[config.mk]
export PLATFORM = sky130hd
export DESIGN_NAME = bordered_rectangle_rasterizer_flat
export DESIGN_NICKNAME = d
export VERILOG_FILES = /design/src/brr_pkg.sv /design/src/brr_cmd_if.sv /design/src/brr_pix_if.sv /design/src/bordered_rectangle_rasterizer.sv /design/src/brr_stepper.sv /design/src/brr_addr_stage.sv /design/src/flat_wrapper.sv
export VERILOG_INCLUDE_DIRS = /design/src /design/src/src
export SDC_FILE = /design/constraint.sdc
export NUM_CORES = 1
export LEC_CHECK = 0
export ABC_CLOCK_PERIOD_IN_PS = 11100
export BUFFER_PORTS_ARGS = -buffer_cell sky130_fd_sc_hd__buf_2
export CAP_MARGIN = 20
export CELL_PAD_IN_SITES_DETAIL_PLACEMENT = 1
export CELL_PAD_IN_SITES_GLOBAL_PLACEMENT = 1
export CORE_UTILIZATION = 52
export CTS_CLUSTER_DIAMETER = 200
export DETAILED_ROUTE_END_ITERATION = 7
export PLACE_DENSITY = 0.9
export REMOVE_ABC_BUFFERS = 1
export SLEW_MARGIN = 20
export SYNTH_ARGS = -nofsm -noshare
export SYNTH_HDL_FRONTEND = slang
export SYNTH_SLANG_ARGS = --single-unit
[constraint.sdc]
create_clock -name clk -period 11.1 [get_ports clk]
set_input_delay 2.22 -clock clk [delete_from_list [all_inputs] [get_ports clk]]
set_output_delay 2.22 -clock clk [all_outputs]
set_load 0.01 [all_outputs]
[src/bordered_rectangle_rasterizer_assert.svh]
// Assertion macros used by the rasterizer RTL.
`ifndef BORDERED_RECTANGLE_RASTERIZER_ASSERT_SVH
`define BORDERED_RECTANGLE_RASTERIZER_ASSERT_SVH

`ifndef ASSERT_OFF

// Same-cycle implication.
`define BRR_ASSERT_IMPL(label, clk, rst, ante, cons, msg) \
  label: assert property (@(posedge clk) disable iff (rst) (ante) |-> (cons)) \
    else $error(msg);

// Next-cycle implication.
`define BRR_ASSERT_NEXT(label, clk, rst, ante, cons, msg) \
  label: assert property (@(posedge clk) disable iff (rst) (ante) |=> (cons)) \
    else $error(msg);

`else

`define BRR_ASSERT_IMPL(label, clk, rst, ante, cons, msg)
`define BRR_ASSERT_NEXT(label, clk, rst, ante, cons, msg)

`endif

`endif

[src/brr_pkg.sv]
// Types and constants of the bordered rectangle rasterizer.
package brr_pkg;

  localparam int SCREEN_W_DEF = 320;
  localparam int SCREEN_H_DEF = 240;

  localparam int COORD_W    = 16;
  localparam int SIZE_W     = 8;
  localparam int COLOR_W    = 8;
  localparam int PIX_X_W    = 9;
  localparam int PIX_Y_W    = 8;
  localparam int PIX_ADDR_W = 17;

  localparam logic OP_START = 1'b0;
  localparam logic OP_STEP  = 1'b1;

  typedef struct packed {
    logic                 op;
    logic [COORD_W-1:0]   origin_x_in;
    logic [COORD_W-1:0]   origin_y_in;
    logic [SIZE_W-1:0]    rect_w_in;
    logic [SIZE_W-1:0]    rect_h_in;
    logic [SIZE_W-1:0]    edge_width_in;
    logic [COLOR_W-1:0]   edge_color_in;
    logic [COLOR_W-1:0]   interior_color_in;
    logic                 fill_in;
  } brr_cmd_t;

  typedef struct packed {
    logic [PIX_X_W-1:0]    pix_x;
    logic [PIX_Y_W-1:0]    pix_y;
    logic [PIX_ADDR_W-1:0] pix_addr;
    logic [COLOR_W-1:0]    pix_color;
    logic                  last;
  } brr_pix_t;

  typedef enum logic [5:0] {
    ST_IDLE   = 6'b000001,
    ST_LEFT   = 6'b000010,
    ST_RIGHT  = 6'b000100,
    ST_TOP    = 6'b001000,
    ST_BOTTOM = 6'b010000,
    ST_FILL   = 6'b100000
  } brr_state_t;

endpackage

[src/brr_cmd_if.sv]
// Command channel: start and step items.
interface brr_cmd_if;
  logic              valid;
  logic              ready;
  brr_pkg::brr_cmd_t data;

  modport source (output valid, output data, input ready);
  modport sink   (input valid, input data, output ready);
endinterface

[src/brr_pix_if.sv]
// Pixel channel: one framebuffer write per item.
interface brr_pix_if;
  logic              valid;
  logic              ready;
  brr_pkg::brr_pix_t data;

  modport source (output valid, output data, input ready);
  modport sink   (input valid, input data, output ready);
endinterface

[src/bordered_rectangle_rasterizer.sv]
// Bordered rectangle rasterizer: a start item (op = 0) latches a rectangle and
// produces no pixel; each step item (op = 1) then yields one framebuffer write,
// left and right border columns first, then top and bottom border rows, then
// the interior column by column when fill is set; last marks the final pixel.
// Steps while idle are dropped. One item is taken every cycle unless the output
// stalls; a pixel passes through the walker register and then the address
// register that holds the y*(SCREEN_W+1)+x multiply result.
`include "bordered_rectangle_rasterizer_assert.svh"

module bordered_rectangle_rasterizer #(
  parameter int SCREEN_W = brr_pkg::SCREEN_W_DEF,
  parameter int SCREEN_H = brr_pkg::SCREEN_H_DEF
) (
  input  logic      clk,
  input  logic      rst,
  brr_cmd_if.sink   cmd,
  brr_pix_if.source pix
);

  localparam int XW = $clog2(SCREEN_W);
  localparam int YW = $clog2(SCREEN_H);

  logic                        busy;
  logic                        pt_valid, pt_ready, pt_last;
  logic [XW-1:0]               pt_x;
  logic [YW-1:0]               pt_y;
  logic [brr_pkg::COLOR_W-1:0] pt_col;
  logic                        step_fire;

  brr_stepper #(
    .SCREEN_W(SCREEN_W),
    .SCREEN_H(SCREEN_H)
  ) u_stepper (
    .clk     (clk),
    .rst     (rst),
    .cmd     (cmd),
    .busy    (busy),
    .pt_valid(pt_valid),
    .pt_ready(pt_ready),
    .pt_x    (pt_x),
    .pt_y    (pt_y),
    .pt_col  (pt_col),
    .pt_last (pt_last)
  );

  brr_addr_stage #(
    .SCREEN_W(SCREEN_W),
    .SCREEN_H(SCREEN_H)
  ) u_addr (
    .clk     (clk),
    .rst     (rst),
    .pt_valid(pt_valid),
    .pt_ready(pt_ready),
    .pt_x    (pt_x),
    .pt_y    (pt_y),
    .pt_col  (pt_col),
    .pt_last (pt_last),
    .pix     (pix)
  );

  assign step_fire = cmd.valid && cmd.ready && (cmd.data.op == brr_pkg::OP_STEP) && busy;

  `BRR_ASSERT_NEXT(a_last_matches_idle, clk, rst, step_fire, pt_valid && (pt_last == !busy), "last flag disagrees with walker state")
  `BRR_ASSERT_IMPL(a_point_on_screen, clk, rst, pt_valid, (int'(pt_x) < SCREEN_W) && (int'(pt_y) < SCREEN_H), "pixel coordinate off screen")
  `BRR_ASSERT_IMPL(a_ready_when_drained, clk, rst, !pix.valid, cmd.ready, "input stalled with empty output")

endmodule

[src/brr_stepper.sv]
// Rectangle walker: latches a rectangle, steps through border and fill pixels.
module brr_stepper #(
  parameter int SCREEN_W = brr_pkg::SCREEN_W_DEF,
  parameter int SCREEN_H = brr_pkg::SCREEN_H_DEF,
  localparam int XW = $clog2(SCREEN_W),
  localparam int YW = $clog2(SCREEN_H)
) (
  input  logic                        clk,
  input  logic                        rst,
  brr_cmd_if.sink                     cmd,
  output logic                        busy,
  output logic                        pt_valid,
  input  logic                        pt_ready,
  output logic [XW-1:0]               pt_x,
  output logic [YW-1:0]               pt_y,
  output logic [brr_pkg::COLOR_W-1:0] pt_col,
  output logic                        pt_last
);

  localparam int CW = brr_pkg::COORD_W;
  localparam int SW = brr_pkg::SIZE_W;

  brr_pkg::brr_state_t state, state_next, start_state;

  logic [SW-1:0] outer_count, outer_count_next;
  logic [SW-1:0] inner_count, inner_count_next;
  logic [XW-1:0] base_x;
  logic [YW-1:0] base_y;
  logic [SW-1:0] size_w, size_h, border_thick;
  logic [brr_pkg::COLOR_W-1:0] border_col, inner_col;
  logic fill_on;

  logic acc, is_start, step_fire;
  logic [CW-1:0] x16, y16;
  logic [SW-1:0] w_minus_t;
  logic [SW:0]   w_minus_2t, h_minus_2t, outer_inc;

  function automatic logic rows_ok(logic [SW-1:0] w, logic [SW-1:0] t);
    return (t != '0) && (w >= t);
  endfunction

  function automatic logic fill_ok(logic f, logic [SW-1:0] w, logic [SW-1:0] h,
                                   logic [SW-1:0] t);
    return f && ({1'b0, w} >= {t, 1'b0}) && ({1'b0, h} >= {t, 1'b0});
  endfunction

  assign busy      = (state != brr_pkg::ST_IDLE);
  assign cmd.ready = !pt_valid || pt_ready;
  assign acc       = cmd.valid && cmd.ready;
  assign is_start  = (cmd.data.op == brr_pkg::OP_START);
  assign step_fire = acc && !is_start && busy;

  // Group entry for a fresh rectangle.
  always_comb begin
    if (cmd.data.edge_width_in != '0) begin
      start_state = brr_pkg::ST_LEFT;
    end else if (fill_ok(cmd.data.fill_in, cmd.data.rect_w_in, cmd.data.rect_h_in,
                         cmd.data.edge_width_in)) begin
      start_state = brr_pkg::ST_FILL;
    end else begin
      start_state = brr_pkg::ST_IDLE;
    end
  end

  assign w_minus_t  = size_w - border_thick;
  assign w_minus_2t = {1'b0, size_w} - {border_thick, 1'b0};
  assign h_minus_2t = {1'b0, size_h} - {border_thick, 1'b0};
  assign outer_inc  = {1'b0, outer_count} + (SW+1)'(1);

  // Advance the walk by one pixel.
  always_comb begin
    state_next       = state;
    outer_count_next = outer_count;
    inner_count_next = inner_count;
    case (state)
      brr_pkg::ST_LEFT: begin
        if (inner_count < size_h) begin
          inner_count_next = inner_count + SW'(1);
        end else begin
          state_next       = brr_pkg::ST_RIGHT;
          inner_count_next = '0;
        end
      end
      brr_pkg::ST_RIGHT: begin
        if (inner_count < size_h) begin
          inner_count_next = inner_count + SW'(1);
        end else if (outer_inc < {1'b0, border_thick}) begin
          outer_count_next = outer_inc[SW-1:0];
          inner_count_next = '0;
          state_next       = brr_pkg::ST_LEFT;
        end else begin
          outer_count_next = '0;
          inner_count_next = '0;
          if (rows_ok(size_w, border_thick)) begin
            state_next = brr_pkg::ST_TOP;
          end else if (fill_ok(fill_on, size_w, size_h, border_thick)) begin
            state_next = brr_pkg::ST_FILL;
          end else begin
            state_next = brr_pkg::ST_IDLE;
          end
        end
      end
      brr_pkg::ST_TOP: begin
        if (inner_count < w_minus_t) begin
          inner_count_next = inner_count + SW'(1);
        end else begin
          state_next       = brr_pkg::ST_BOTTOM;
          inner_count_next = '0;
        end
      end
      brr_pkg::ST_BOTTOM: begin
        if (inner_count < w_minus_t) begin
          inner_count_next = inner_count + SW'(1);
        end else if (outer_inc < {1'b0, border_thick}) begin
          outer_count_next = outer_inc[SW-1:0];
          inner_count_next = '0;
          state_next       = brr_pkg::ST_TOP;
        end else begin
          outer_count_next = '0;
          inner_count_next = '0;
          if (fill_ok(fill_on, size_w, size_h, border_thick)) begin
            state_next = brr_pkg::ST_FILL;
          end else begin
            state_next = brr_pkg::ST_IDLE;
          end
        end
      end
      brr_pkg::ST_FILL: begin
        if ({1'b0, inner_count} < h_minus_2t) begin
          inner_count_next = inner_count + SW'(1);
        end else if ({1'b0, outer_count} < w_minus_2t) begin
          outer_count_next = outer_count + SW'(1);
          inner_count_next = '0;
        end else begin
          state_next = brr_pkg::ST_IDLE;
        end
      end
      default: begin
        state_next = state;
      end
    endcase
  end

  // Pixel coordinate, wrapping at 16 bits.
  always_comb begin
    case (state)
      brr_pkg::ST_LEFT: begin
        x16 = CW'(base_x) + CW'(outer_count);
        y16 = CW'(base_y) + CW'(inner_count);
      end
      brr_pkg::ST_RIGHT: begin
        x16 = CW'(base_x) + CW'(size_w) - CW'(outer_count);
        y16 = CW'(base_y) + CW'(inner_count);
      end
      brr_pkg::ST_TOP: begin
        x16 = CW'(base_x) + CW'(inner_count) + CW'(border_thick);
        y16 = CW'(base_y) + CW'(outer_count);
      end
      brr_pkg::ST_BOTTOM: begin
        x16 = CW'(base_x) + CW'(inner_count) + CW'(border_thick);
        y16 = CW'(base_y) + CW'(size_h) - CW'(outer_count);
      end
      default: begin
        x16 = CW'(base_x) + CW'(outer_count) + CW'(border_thick);
        y16 = CW'(base_y) + CW'(inner_count) + CW'(border_thick);
      end
    endcase
  end

  always_ff @(posedge clk) begin
    if (rst) begin
      state       <= brr_pkg::ST_IDLE;
      outer_count <= '0;
      inner_count <= '0;
      pt_valid    <= 1'b0;
    end else begin
      if (acc && is_start) begin
        state       <= start_state;
        outer_count <= '0;
        inner_count <= '0;
      end else if (step_fire) begin
        state       <= state_next;
        outer_count <= outer_count_next;
        inner_count <= inner_count_next;
      end
      if (step_fire) begin
        pt_valid <= 1'b1;
      end else if (pt_ready) begin
        pt_valid <= 1'b0;
      end
    end
  end

  always_ff @(posedge clk) begin
    if (acc && is_start) begin
      base_x       <= (cmd.data.origin_x_in >= CW'(SCREEN_W)) ? '0 : XW'(cmd.data.origin_x_in);
      base_y       <= (cmd.data.origin_y_in >= CW'(SCREEN_H)) ? '0 : YW'(cmd.data.origin_y_in);
      size_w       <= cmd.data.rect_w_in;
      size_h       <= cmd.data.rect_h_in;
      border_thick <= cmd.data.edge_width_in;
      border_col   <= cmd.data.edge_color_in;
      inner_col    <= cmd.data.interior_color_in;
      fill_on      <= cmd.data.fill_in;
    end
    if (step_fire) begin
      // Force off-screen coordinates to 0.
      pt_x    <= (x16 >= CW'(SCREEN_W)) ? '0 : XW'(x16);
      pt_y    <= (y16 >= CW'(SCREEN_H)) ? '0 : YW'(y16);
      pt_col  <= (state == brr_pkg::ST_FILL) ? inner_col : border_col;
      pt_last <= (state_next == brr_pkg::ST_IDLE);
    end
  end

endmodule

[src/brr_addr_stage.sv]
// Address stage: framebuffer address multiply and output register.
module brr_addr_stage #(
  parameter int SCREEN_W = brr_pkg::SCREEN_W_DEF,
  parameter int SCREEN_H = brr_pkg::SCREEN_H_DEF,
  localparam int XW = $clog2(SCREEN_W),
  localparam int YW = $clog2(SCREEN_H)
) (
  input  logic                        clk,
  input  logic                        rst,
  input  logic                        pt_valid,
  output logic                        pt_ready,
  input  logic [XW-1:0]               pt_x,
  input  logic [YW-1:0]               pt_y,
  input  logic [brr_pkg::COLOR_W-1:0] pt_col,
  input  logic                        pt_last,
  brr_pix_if.source                   pix
);

  localparam int AW    = $clog2(SCREEN_H * (SCREEN_W + 1));
  localparam int PITCH = SCREEN_W + 1;

  logic [AW-1:0] addr;

  assign addr     = AW'(pt_y) * AW'(PITCH) + AW'(pt_x);
  assign pt_ready = !pix.valid || pix.ready;

  always_ff @(posedge clk) begin
    if (rst) begin
      pix.valid <= 1'b0;
    end else if (pt_ready) begin
      pix.valid <= pt_valid;
    end
  end

  always_ff @(posedge clk) begin
    if (pt_ready && pt_valid) begin
      pix.data.pix_x     <= brr_pkg::PIX_X_W'(pt_x);
      pix.data.pix_y     <= brr_pkg::PIX_Y_W'(pt_y);
      pix.data.pix_addr  <= brr_pkg::PIX_ADDR_W'(addr);
      pix.data.pix_color <= pt_col;
      pix.data.last      <= pt_last;
    end
  end

endmodule
[src/flat_wrapper.sv]
// flat-port wrapper written by rule: the top's interface ports become plain ports
module bordered_rectangle_rasterizer_flat 
#(
  parameter int SCREEN_W = brr_pkg::SCREEN_W_DEF,
  parameter int SCREEN_H = brr_pkg::SCREEN_H_DEF
)
  (clk, rst, cmd_valid, cmd_data, cmd_ready, pix_valid, pix_data, pix_ready);
  brr_cmd_if cmd_i ();
  brr_pix_if pix_i ();
  input  logic clk;
  input  logic rst;
  input wire logic [$bits(cmd_i.valid)-1:0] cmd_valid;
  input wire logic [$bits(cmd_i.data)-1:0] cmd_data;
  output wire logic [$bits(cmd_i.ready)-1:0] cmd_ready;
  output wire logic [$bits(pix_i.valid)-1:0] pix_valid;
  output wire logic [$bits(pix_i.data)-1:0] pix_data;
  input wire logic [$bits(pix_i.ready)-1:0] pix_ready;
  assign cmd_i.valid = cmd_valid;
  assign cmd_i.data = cmd_data;
  assign cmd_ready = cmd_i.ready;
  assign pix_valid = pix_i.valid;
  assign pix_data = pix_i.data;
  assign pix_i.ready = pix_ready;
  bordered_rectangle_rasterizer #(.SCREEN_W(SCREEN_W), .SCREEN_H(SCREEN_H)) u_core (.clk(clk), .rst(rst), .cmd(cmd_i), .pix(pix_i));
endmodule
==> flow_summary.ini, run 1 <==
[critical_path]
reg2reg_to = u_core.u_stepper.pt_x[3]$_SDFFCE_PP0P_
path_class = primary input to output port
r2r_slack_ns = 6.16
start_kind = primary input
critPathMaxFanout = 4
worstPathArrival_ns = 2.86
crit_path_end_kind = output port
reg2reg_depth = 16
critical_path_required_ns = 8.88
r2r_start = u_core.u_stepper.outer_count[1]$_SDFFE_PP0P_

[global_route]
antenna_found_initial = 0
gr-usage-all-layers = 0.352
grt_pass1_wl_um = 68400
overflow = 0
grt_start_max_net_pins = 44
grt_pass1_vias = 12245

[clock_tree]
insertion_delay_ns = 0.46
numCtsBuffers = 17
cts_tree = done
path_clk_slew_ns = 0.08
clockRootBuffer = clkbuf_16
cts_buffer_depth = 2
hold_buffers = 0
cts-htree-levels = 4
post_cts_buffers = 0
cts_resized = 0
cts.sinks = 151

[layout]
n_fill_cell = 2727
drive_gt1_frac = 0.136
post-route-util = 0.598
area_delta_synth_final_pct = 12.4
antenna_cells = 0
final_nets = 1749

[yosys]
synth.cell_area_um2 = 12900
ys_seq_elements = 151
synthArstFlopShare = 0
synth_flop_cell = edfxtp_1
synth.avg_cell_area_um2 = 9.93
synth_edf_count = 127
yosysSeqAreaShare = 0.332
ys_warn_count = 0
ys_types = 85
syn_inst = 1301

[floorplanning]
die_h_um = 160
start_util = 0.531
coreArea_um2 = 24300
dieWidth_um = 160
die-area_um2 = 25500
rows = 57
ioPinCount = 123

[timing]
tns_ns = 0
hold_viol_final = 0
worst_pin_slew_ns = 0.955
relSlewSlack = 0.361
whs_ns = 0.423
clock.fmax_ghz = 0.197
post-route-min-period_ns = 5.08
setup_ws_ns = 6.02
skew_ns = 0.0199
timing.final.crit_share = 0.457
drv_slew = 0
rsz0062_at_grt = no
final-setup-viol-count = 0

[route]
drtIter0Drc = 796
drc_errors = 0
via_per_inst = 6.38
num_vias = 11275
wl_per_cell_um = 24.8
wl_um = 43800
firstDrtPassIters = 5
antenna_left = 0

[placed_design]
dp_hpwl_um = 32100
gp_congestion = 0.901
portBuffers = 122
dp_slack_ns = 5.80

[power_and_ir_drop]
peakVddDrop_mv = 0.0800
leakagePower_nw = 6.33
power_frac_comb = 0.261
clockPowerShare = 0.355
power.density_nw_per_um2 = 120
p_sw_mw = 0.606
p_int_mw = 1.14
seq_power_share = 0.384
p_sw_frac = 0.347

[min_path]
hp-start = u_core.u_stepper.pt_col[6]$_DFFE_PP_
hold_class = flip-flop to flip-flop
worstHoldPathCells = 0
min_to = u_core.u_addr.pix.data[7]$_DFFE_PP_

[job]
cap_violations = 0

[run_status]
run_status = completed
[worst max-delay path by stage]
| stage | start | endpoint | slack [ns] |
|---|---|---|---|
| floorplan | pix_ready | u_core.u_stepper.outer_count[2]$_SDFFE_PP0P_ | 4.82 |
| global placement | pix_ready | cmd_ready | 6.14 |
| detailed placement | pix_ready | u_core.u_stepper.outer_count[5]$_SDFFE_PP0P_ | 5.80 |
| CTS | pix_ready | cmd_ready | 6.04 |
| global route | u_core.u_stepper.outer_count[1]$_SDFFE_PP0P_ | u_core.u_stepper.pt_x[4]$_SDFFCE_PP0P_ | 5.92 |
| finish | pix_ready | cmd_ready | 6.02 |
[critical path, cell delays in order]
cell     delay [ns]
buf_2          0.09
inv_1          0.14
nand3_1        0.20
buf_2          0.20
[through the flow]
| stage | cell area, um^2 | power [mW] | std cells |
|---|---|---|---|
| global placement | 13900 | 1.08 | 1735 |
| floorplan | 12800 | 0.978 | 1286 |
| detailed placement | 13900 | 1.11 | 1735 |
| global route | 14500 | 1.81 | 1767 |
| finish | 14500 | 1.74 | 1767 |
| CTS | 14500 | 1.73 | 1767 |
[synthesized netlist by cell type, drive strengths merged (11+ instances only)]
cell | number | area (um^2)
nor2b | 12 | 75.1
a211oi | 13 | 108
xor2 | 23 | 201
edfxtp | 127 | 3810
and3 | 12 | 75.1
dfxtp | 24 | 480
nor2 | 75 | 287
o21a | 14 | 105
inv | 153 | 574
or3 | 11 | 68.8
ha | 203 | 2540
nand3 | 28 | 140
nor4 | 19 | 161
nor3 | 42 | 210
o211ai | 11 | 82.6
o21ai | 73 | 365
and2 | 24 | 150
a21oi | 84 | 420
xnor2 | 40 | 369
nand2b | 18 | 113
nor3b | 11 | 82.6
a21o | 23 | 173
nand2 | 63 | 239
fa | 38 | 761
o21bai | 11 | 82.6
[final cells by class]
type / instances / area [um^2] / area share
multi-input cells: 981 / 8000 / 0.551
well taps: 324 / 405 / 0.0279
flip-flops and latches: 151 / 4290 / 0.296
clock inverters: 15 / 194 / 0.0133
inverters: 154 / 578 / 0.0398
clock buffers: 17 / 425 / 0.0293
repair buffers: 125 / 633 / 0.0436
[cell usage in the layout, fill, tap and decap left out, types with 39 or more instances in the layout]
cell type,instances
a21oi_1,84
nand2_1,62
ha_1,203
nor3_1,42
nor2_1,72
inv_1,153
buf_2,122
xnor2_1,39
edfxtp_1,127
o21ai_0,72
[sequential cells by signal, summed over array words and instances (netlist names)]
signal	cells
u_core.u_stepper.inner_col	8
u_core.u_stepper.pt_valid	1
u_core.u_stepper.base_y	8
u_core.u_stepper.pt_y	8
u_core.u_stepper.border_col	8
u_core.u_addr.pix.data	43
u_core.u_stepper.size_w	8
u_core.u_stepper.size_h	8
u_core.u_stepper.fill_on	1
u_core.u_stepper.pt_last	1
u_core.u_stepper.border_thick	8
u_core.u_stepper.pt_col	8
u_core.u_stepper.base_x	9
u_core.u_stepper.pt_x	9
u_core.u_stepper.inner_count	8
u_core.u_addr.pix.valid	1
u_core.u_stepper.outer_count	8
u_core.u_stepper.state	6
[per-layer routing]
layer / track usage / vias to the layer above / part of all wire
li1: - / 5017 / -
met1: 0.400 / 5522 / 0.38
met2: 0.618 / 571 / 0.49
met3: 0.0579 / 165 / 0.070
met4: 0.223 / 0 / 0.059
met5: 0 / - / 0
[power groups by stage]
stage                     sequential (mW)  clock [mW]  combinational (mW)
after global placement              0.680           0               0.396
after global routing                0.671       0.636               0.498
final                               0.670       0.619               0.455
after detailed placement            0.681           0               0.429
after floorplan                     0.670           0               0.308
after CTS                           0.669       0.618               0.447
[cells by family after synthesis]
logic type | share of synthesized area
AND/OR/NAND/NOR | 0.145
AO/OA/AOI/OAI | 0.161
adder cells (fa/ha/maj) | 0.255
buffers and inverters | 0.0505
flip-flops | 0.332
XOR/XNOR | 0.0441
multiplexers | 0.0112
(Power assumes the default switching activity.)
==> run 2: changes to the inputs <==
--- a/config.mk
+++ b/config.mk
@@ -6,15 +6,15 @@
 export SDC_FILE = /design/constraint.sdc
 export NUM_CORES = 1
 export LEC_CHECK = 0
-export ABC_CLOCK_PERIOD_IN_PS = 11100
+export ABC_CLOCK_PERIOD_IN_PS = 4840
 export BUFFER_PORTS_ARGS = -buffer_cell sky130_fd_sc_hd__buf_2
 export CAP_MARGIN = 20
 export CELL_PAD_IN_SITES_DETAIL_PLACEMENT = 1
 export CELL_PAD_IN_SITES_GLOBAL_PLACEMENT = 1
-export CORE_UTILIZATION = 52
+export CORE_UTILIZATION = 48
 export CTS_CLUSTER_DIAMETER = 200
 export DETAILED_ROUTE_END_ITERATION = 7
-export PLACE_DENSITY = 0.9
+export PLACE_DENSITY = 0.84
 export REMOVE_ABC_BUFFERS = 1
 export SLEW_MARGIN = 20
 export SYNTH_ARGS = -nofsm -noshare
==> constraint.sdc (replaced) <==
create_clock -name clk -period 4.84 [get_ports clk]
set_input_delay 0.968 -clock clk [delete_from_list [all_inputs] [get_ports clk]]
set_output_delay 0.968 -clock clk [all_outputs]
set_load 0.01 [all_outputs]
==> run 2 against run 1 <==
The flow now finishes with violations (design-rule violations); final cell count up 2.0%; worst hold slack better by 0.0017 ns; critical path depth up 13; via count down 1.4%; non-clock buffer count up 23; sequential power up 130%; count of clock-buffer cells in the layout unchanged; first-iteration DRC count up 0.13%; sequential share of layout area down 0.37 points.
==> flow_summary.ini, run 2 (same netlist as run 1, synthesis figures left out) <==
[layout]
multi_input_area_um2 = 8000
fin_cells = 1802
regArea_um2 = 4290
reg_top3 = u_core.u_addr.pix.data x43, u_core.u_stepper.base_x x9, u_core.u_stepper.pt_x x9
final_nets = 1772
largest_reg_flops = 43
post-route-util = 0.562
final_common_cell = ha_1
n_fill_cell = 2964
drive_gt1_frac = 0.149
area_delta_synth_final_pct = 13.9
post-route-cell-area_um2 = 14700
final_cell_mix = 203 x ha_1, 153 x inv_1, 127 x edfxtp_1
regMostFlops = u_core.u_addr.pix.data

[timing]
clock.fmax_ghz = 0.225
worst_pin_slew_ns = 0.856
drv_slew = 0
final-setup-viol-count = 0
tns_ns = 0
skew_ns = 0.0161
whs_ns = 0.425
relSlewSlack = 0.429
setup_ws_ns = 0.404
hold_viol_final = 0
timing.final.crit_share = 0.917
rsz0062_at_grt = no
post-route-min-period_ns = 4.44

[job]
cap_violations = 0

[placed_design]
portBuffers = 122
dp_hpwl_um = 32700
place_area_um2 = 14100
dp_slack_ns = 0.484
gp_congestion = 0.939
dp.cells = 1769

[power_and_ir_drop]
peakVddDrop_mv = 0.215
power_frac_comb = 0.261
p_sw_mw = 1.36
p_sw_frac = 0.343
power.density_nw_per_um2 = 270
finalPower_mw = 3.97
seq_power_share = 0.382
p_int_mw = 2.61
clockPowerShare = 0.357
leakagePower_nw = 6.45

[clock_tree]
insertion_delay_ns = 0.46
hold_buffers = 0
cts_tree = done
cts.sinks = 151
clockRootBuffer = clkbuf_16
cts_buffer_depth = 2
post_cts_buffers = 0
cts-htree-levels = 4
cts_resized = 0
numCtsBuffers = 17
path_clk_slew_ns = 0.08

[global_route]
gr-usage-all-layers = 0.307
antenna_found_initial = 1
grt_pass1_vias = 12037
grt_start_max_net_pins = 63
overflow = 0
grt_pass1_wl_um = 65300

[min_path]
worstHoldPathCells = 0
min_to = u_core.u_addr.pix.data[1]$_DFFE_PP_
hold_class = flip-flop to flip-flop
hp-start = u_core.u_stepper.pt_col[0]$_DFFE_PP_

[route]
firstDrtPassIters = 8
wl_per_cell_um = 23.1
antenna_left = 0
via_per_inst = 6.17
num_vias = 11113
wl_um = 41700
drtIter0Drc = 797
drc_errors = 14

[critical_path]
path_cells = ha_1, inv_1, fa_1, o21ba_2, or4_1, nand2_1, nor2_1, xnor2_1, inv_1, ha_1, o21a_1, nor2_1, or3_1, a21oi_1, nor4_1, a22oi_1, nor3_1
reg2reg_to = u_core.u_stepper.pt_x[2]$_SDFFCE_PP0P_
r2r_start = u_core.u_stepper.outer_count[0]$_SDFFE_PP0P_
path_class = flip-flop to flip-flop
critical_path_required_ns = 5.01
critPathSlowestCell = dfxtp_1
crit_family = simple AND/OR/NAND/NOR gates
reg2reg_depth = 17
r2r_slack_ns = 0.40
slowest_delay_ns = 0.58
start_kind = flip-flop
worstPathArrival_ns = 4.61
critPathMaxFanout = 10
path_buf_inv = 2
crit_path_end_kind = flip-flop

[floorplanning]
die_h_um = 166
coreArea_um2 = 26200
dieWidth_um = 166
rows = 59
ioPinCount = 123
start_util = 0.493
die-area_um2 = 27600

[run_status]
run_status = finished with violations
violations = design-rule violations
## run 2: how the worst max path moves through the flow
stage / cells after the start / slack, ns / end / startpoint
floorplan: 7 / -0.19 / u_core.u_stepper.outer_count[2]$_SDFFE_PP0P_ / pix_ready
global placement: 17 / 0.73 / u_core.u_stepper.pt_x[1]$_SDFFCE_PP0P_ / u_core.u_stepper.outer_count[0]$_SDFFE_PP0P_
detailed placement: 17 / 0.48 / u_core.u_stepper.pt_x[2]$_SDFFCE_PP0P_ / u_core.u_stepper.outer_count[0]$_SDFFE_PP0P_
CTS: 17 / 0.44 / u_core.u_stepper.pt_x[3]$_SDFFCE_PP0P_ / u_core.u_stepper.outer_count[0]$_SDFFE_PP0P_
global route: 17 / 0.10 / u_core.u_stepper.pt_x[2]$_SDFFCE_PP0P_ / u_core.u_stepper.outer_count[0]$_SDFFE_PP0P_
finish: 17 / 0.40 / u_core.u_stepper.pt_x[2]$_SDFFCE_PP0P_ / u_core.u_stepper.outer_count[0]$_SDFFE_PP0P_
## run 2: final cells by class
cell class	count	share of cell area
Clock buffer	17	0.0289
Clock inverter	15	0.0130
Sequential cell	151	0.292
Antenna cell	1	0.000170
Tap cell	335	0.0285
Multi-Input combinational cell	981	0.544
Inverter	154	0.0393
Timing Repair Buffer	148	0.0547
## run 2: layer usage
metal,vias to the layer above,global-route usage,wire (um)
met5,-,0,0
met4,0,0.174,2120
li1,5055,-,-
met1,5542,0.338,15800
met3,134,0.0527,2320
met2,382,0.560,21400
## run 2: power by group through the flow
stage	sequential [mW]	clock, mW	combinational (mW)
finish	1.52	1.42	1.03
global route	1.52	1.47	1.14
CTS	1.52	1.43	1.02
detailed placement	1.55	0	1.01
global placement	1.54	0	0.936
floorplan	1.54	0	0.706
==> run 3: changes to the inputs <==
--- a/config.mk
+++ b/config.mk
@@ -14,7 +14,7 @@
 export CORE_UTILIZATION = 48
 export CTS_CLUSTER_DIAMETER = 200
 export DETAILED_ROUTE_END_ITERATION = 7
-export PLACE_DENSITY = 0.84
+export PLACE_DENSITY_LB_ADDON = 0.1
 export REMOVE_ABC_BUFFERS = 1
 export SLEW_MARGIN = 20
 export SYNTH_ARGS = -nofsm -noshare
==> run 3 against run 2 <==
The flow still finishes with violations (design-rule violations); largest power group unchanged; register-to-register slack about the same; critical endpoint is now u_core.u_stepper.outer_count[5]$_SDFFE_PP0P_; design area down 0.17%; critical path type unchanged; utilization down 0.095 points.
==> flow_summary.ini, run 3 (same netlist as run 1, synthesis figures left out) <==
[run_status]
run_status = finished with violations
violations = design-rule violations

[floorplanning]
die_h_um = 166
start_util = 0.493
coreArea_um2 = 26200
die-area_um2 = 27600
dieWidth_um = 166
ioPinCount = 123
rows = 59

[route]
num_vias = 10893
drtIter0Drc = 666
wl_per_cell_um = 22.5
antenna_left = 0
via_per_inst = 6.05
wl_um = 40500
drc_errors = 9
firstDrtPassIters = 7

[power_and_ir_drop]
power.density_nw_per_um2 = 268
leakagePower_nw = 6.44
finalPower_mw = 3.93
peakVddDrop_mv = 0.208

[critical_path]
critical_path_required_ns = 5.14
crit_path_end_kind = flip-flop
reg2reg_depth = 19
critPathMaxFanout = 11
worstPathArrival_ns = 4.75
path_class = flip-flop to flip-flop
start_kind = flip-flop

[global_route]
grt.met1_usage = 0.380
gr-usage-all-layers = 0.301
grt_util_met2 = 0.525
grt_start_max_net_pins = 44
busiest_layer = met2
grt_pass1_vias = 11388
antenna_found_initial = 2
overflow = 0
met3_usage = 0.0500
grt_pass1_wl_um = 63500

[placed_design]
gp_congestion = 0.901
dp.cells = 1770
portBuffers = 122
place_area_um2 = 14100
dp_hpwl_um = 31900

[timing]
relSlewSlack = 0.386
final-setup-viol-count = 0
rsz0062_at_grt = no
post-route-min-period_ns = 4.45
hold_viol_final = 0
timing.final.crit_share = 0.919
worst_pin_slew_ns = 0.912
drv_slew = 0
clock.fmax_ghz = 0.225
skew_ns = 0.0222
whs_ns = 0.419

[clock_tree]
numCtsBuffers = 17
cts_buffer_depth = 2
clockRootBuffer = clkbuf_16
cts-htree-levels = 4
cts_resized = 0
cts.sinks = 151
hold_buffers = 0
insertion_delay_ns = 0.44
path_clk_slew_ns = 0.07
post_cts_buffers = 0
cts_tree = done

[layout]
final_nets = 1773
final_common_cell = ha_1
reg_top3 = u_core.u_addr.pix.data x43, u_core.u_stepper.base_x x9, u_core.u_stepper.pt_x x9
n_fill_cell = 2932
final_cell_mix = 203 x ha_1, 153 x inv_1, 127 x edfxtp_1
antenna_cells = 0
post-route-cell-area_um2 = 14700
drive_gt1_frac = 0.147
fin_cells = 1801
post-route-util = 0.561
area_delta_synth_final_pct = 13.7
regMostFlops = u_core.u_addr.pix.data
largest_reg_flops = 43

[job]
cap_violations = 0

[min_path]
hold_class = flip-flop to flip-flop
worstHoldPathCells = 0
-- run 3: changes by cell type in the layout (fill, tap and decap cells not counted) --
| cell | delta |
|---|---|
| buf_4 | +1 |
| bufinv_16 | +2 |
| clkinv_1 | +1 |
| clkinv_2 | +1 |
| clkinv_8 | -4 |
| clkinvlp_4 | +1 |
| diode_2 | -1 |
| inv_12 | -1 |
| inv_6 | +3 |
| inv_8 | -4 |
| nor4_1 | +1 |
| nor4_2 | -1 |
-- run 3: layout make-up --
cell class / count / area, um^2 / share of cell area
repair buffers: 149 / 813 / 0.0554
inverters: 154 / 578 / 0.0393
multi-input cells: 981 / 8000 / 0.544
well taps: 335 / 419 / 0.0285
flip-flops and latches: 151 / 4290 / 0.292
clock buffers: 17 / 425 / 0.0290
clock inverters: 14 / 168 / 0.0114
-- run 3: critical path, cell delays in order, from the launching register on --
cell and delay, ns:
edfxtp_1 0.37, buf_4 0.19, inv_1 0.28, ha_1 0.31, nor2b_1 0.13, o21ai_0 0.26
a21oi_1 0.15, o21ai_0 0.21, nand2b_1 0.13, a21o_1 0.20, a21oi_1 0.18, xor2_1 0.10
ha_1 0.21, a2111o_1 0.28, o22ai_1 0.27, nand2b_1 0.24, nand3_1 0.13, o2111a_1 0.31
a41oi_1 0.28, a31oi_1 0.06
-- run 3: path summary, 6_finish.rpt --
kind	from	endpoint	slack [ns]
max	u_core.u_stepper.border_thick[1]$_DFFE_PP_	u_core.u_stepper.outer_count[5]$_SDFFE_PP0P_	0.39
min	u_core.u_stepper.pt_col[5]$_DFFE_PP_	u_core.u_addr.pix.data[6]$_DFFE_PP_	0.42
max reg2reg	u_core.u_stepper.border_thick[1]$_DFFE_PP_	u_core.u_stepper.outer_count[5]$_SDFFE_PP0P_	0.39
min reg2reg	u_core.u_stepper.pt_col[5]$_DFFE_PP_	u_core.u_addr.pix.data[6]$_DFFE_PP_	0.42
-- run 3: power by group --
group          internal [mW]  total [mW]  switching (mW)
logic                  0.423        1.01           0.586
clock network          0.774        1.40           0.626
registers               1.47        1.53          0.0502
total                   2.67        3.93            1.26
-- run 3: metrics by stage --
stage	worst slack, ns	setup TNS, ns
after floorplan	-0.192	-2.01
after global placement	0.706	0
after detailed placement	0.495	0
after CTS	0.469	0
after global routing	0.0602	0
final	0.394	0
-- run 3: layer usage --
layer  routed length, um  vias to the layer above
li1                    -                     5066
met1               17400                     5382
met2               19600                      354
met3                2500                       87
met4                1080                        4
met5                  25                        -
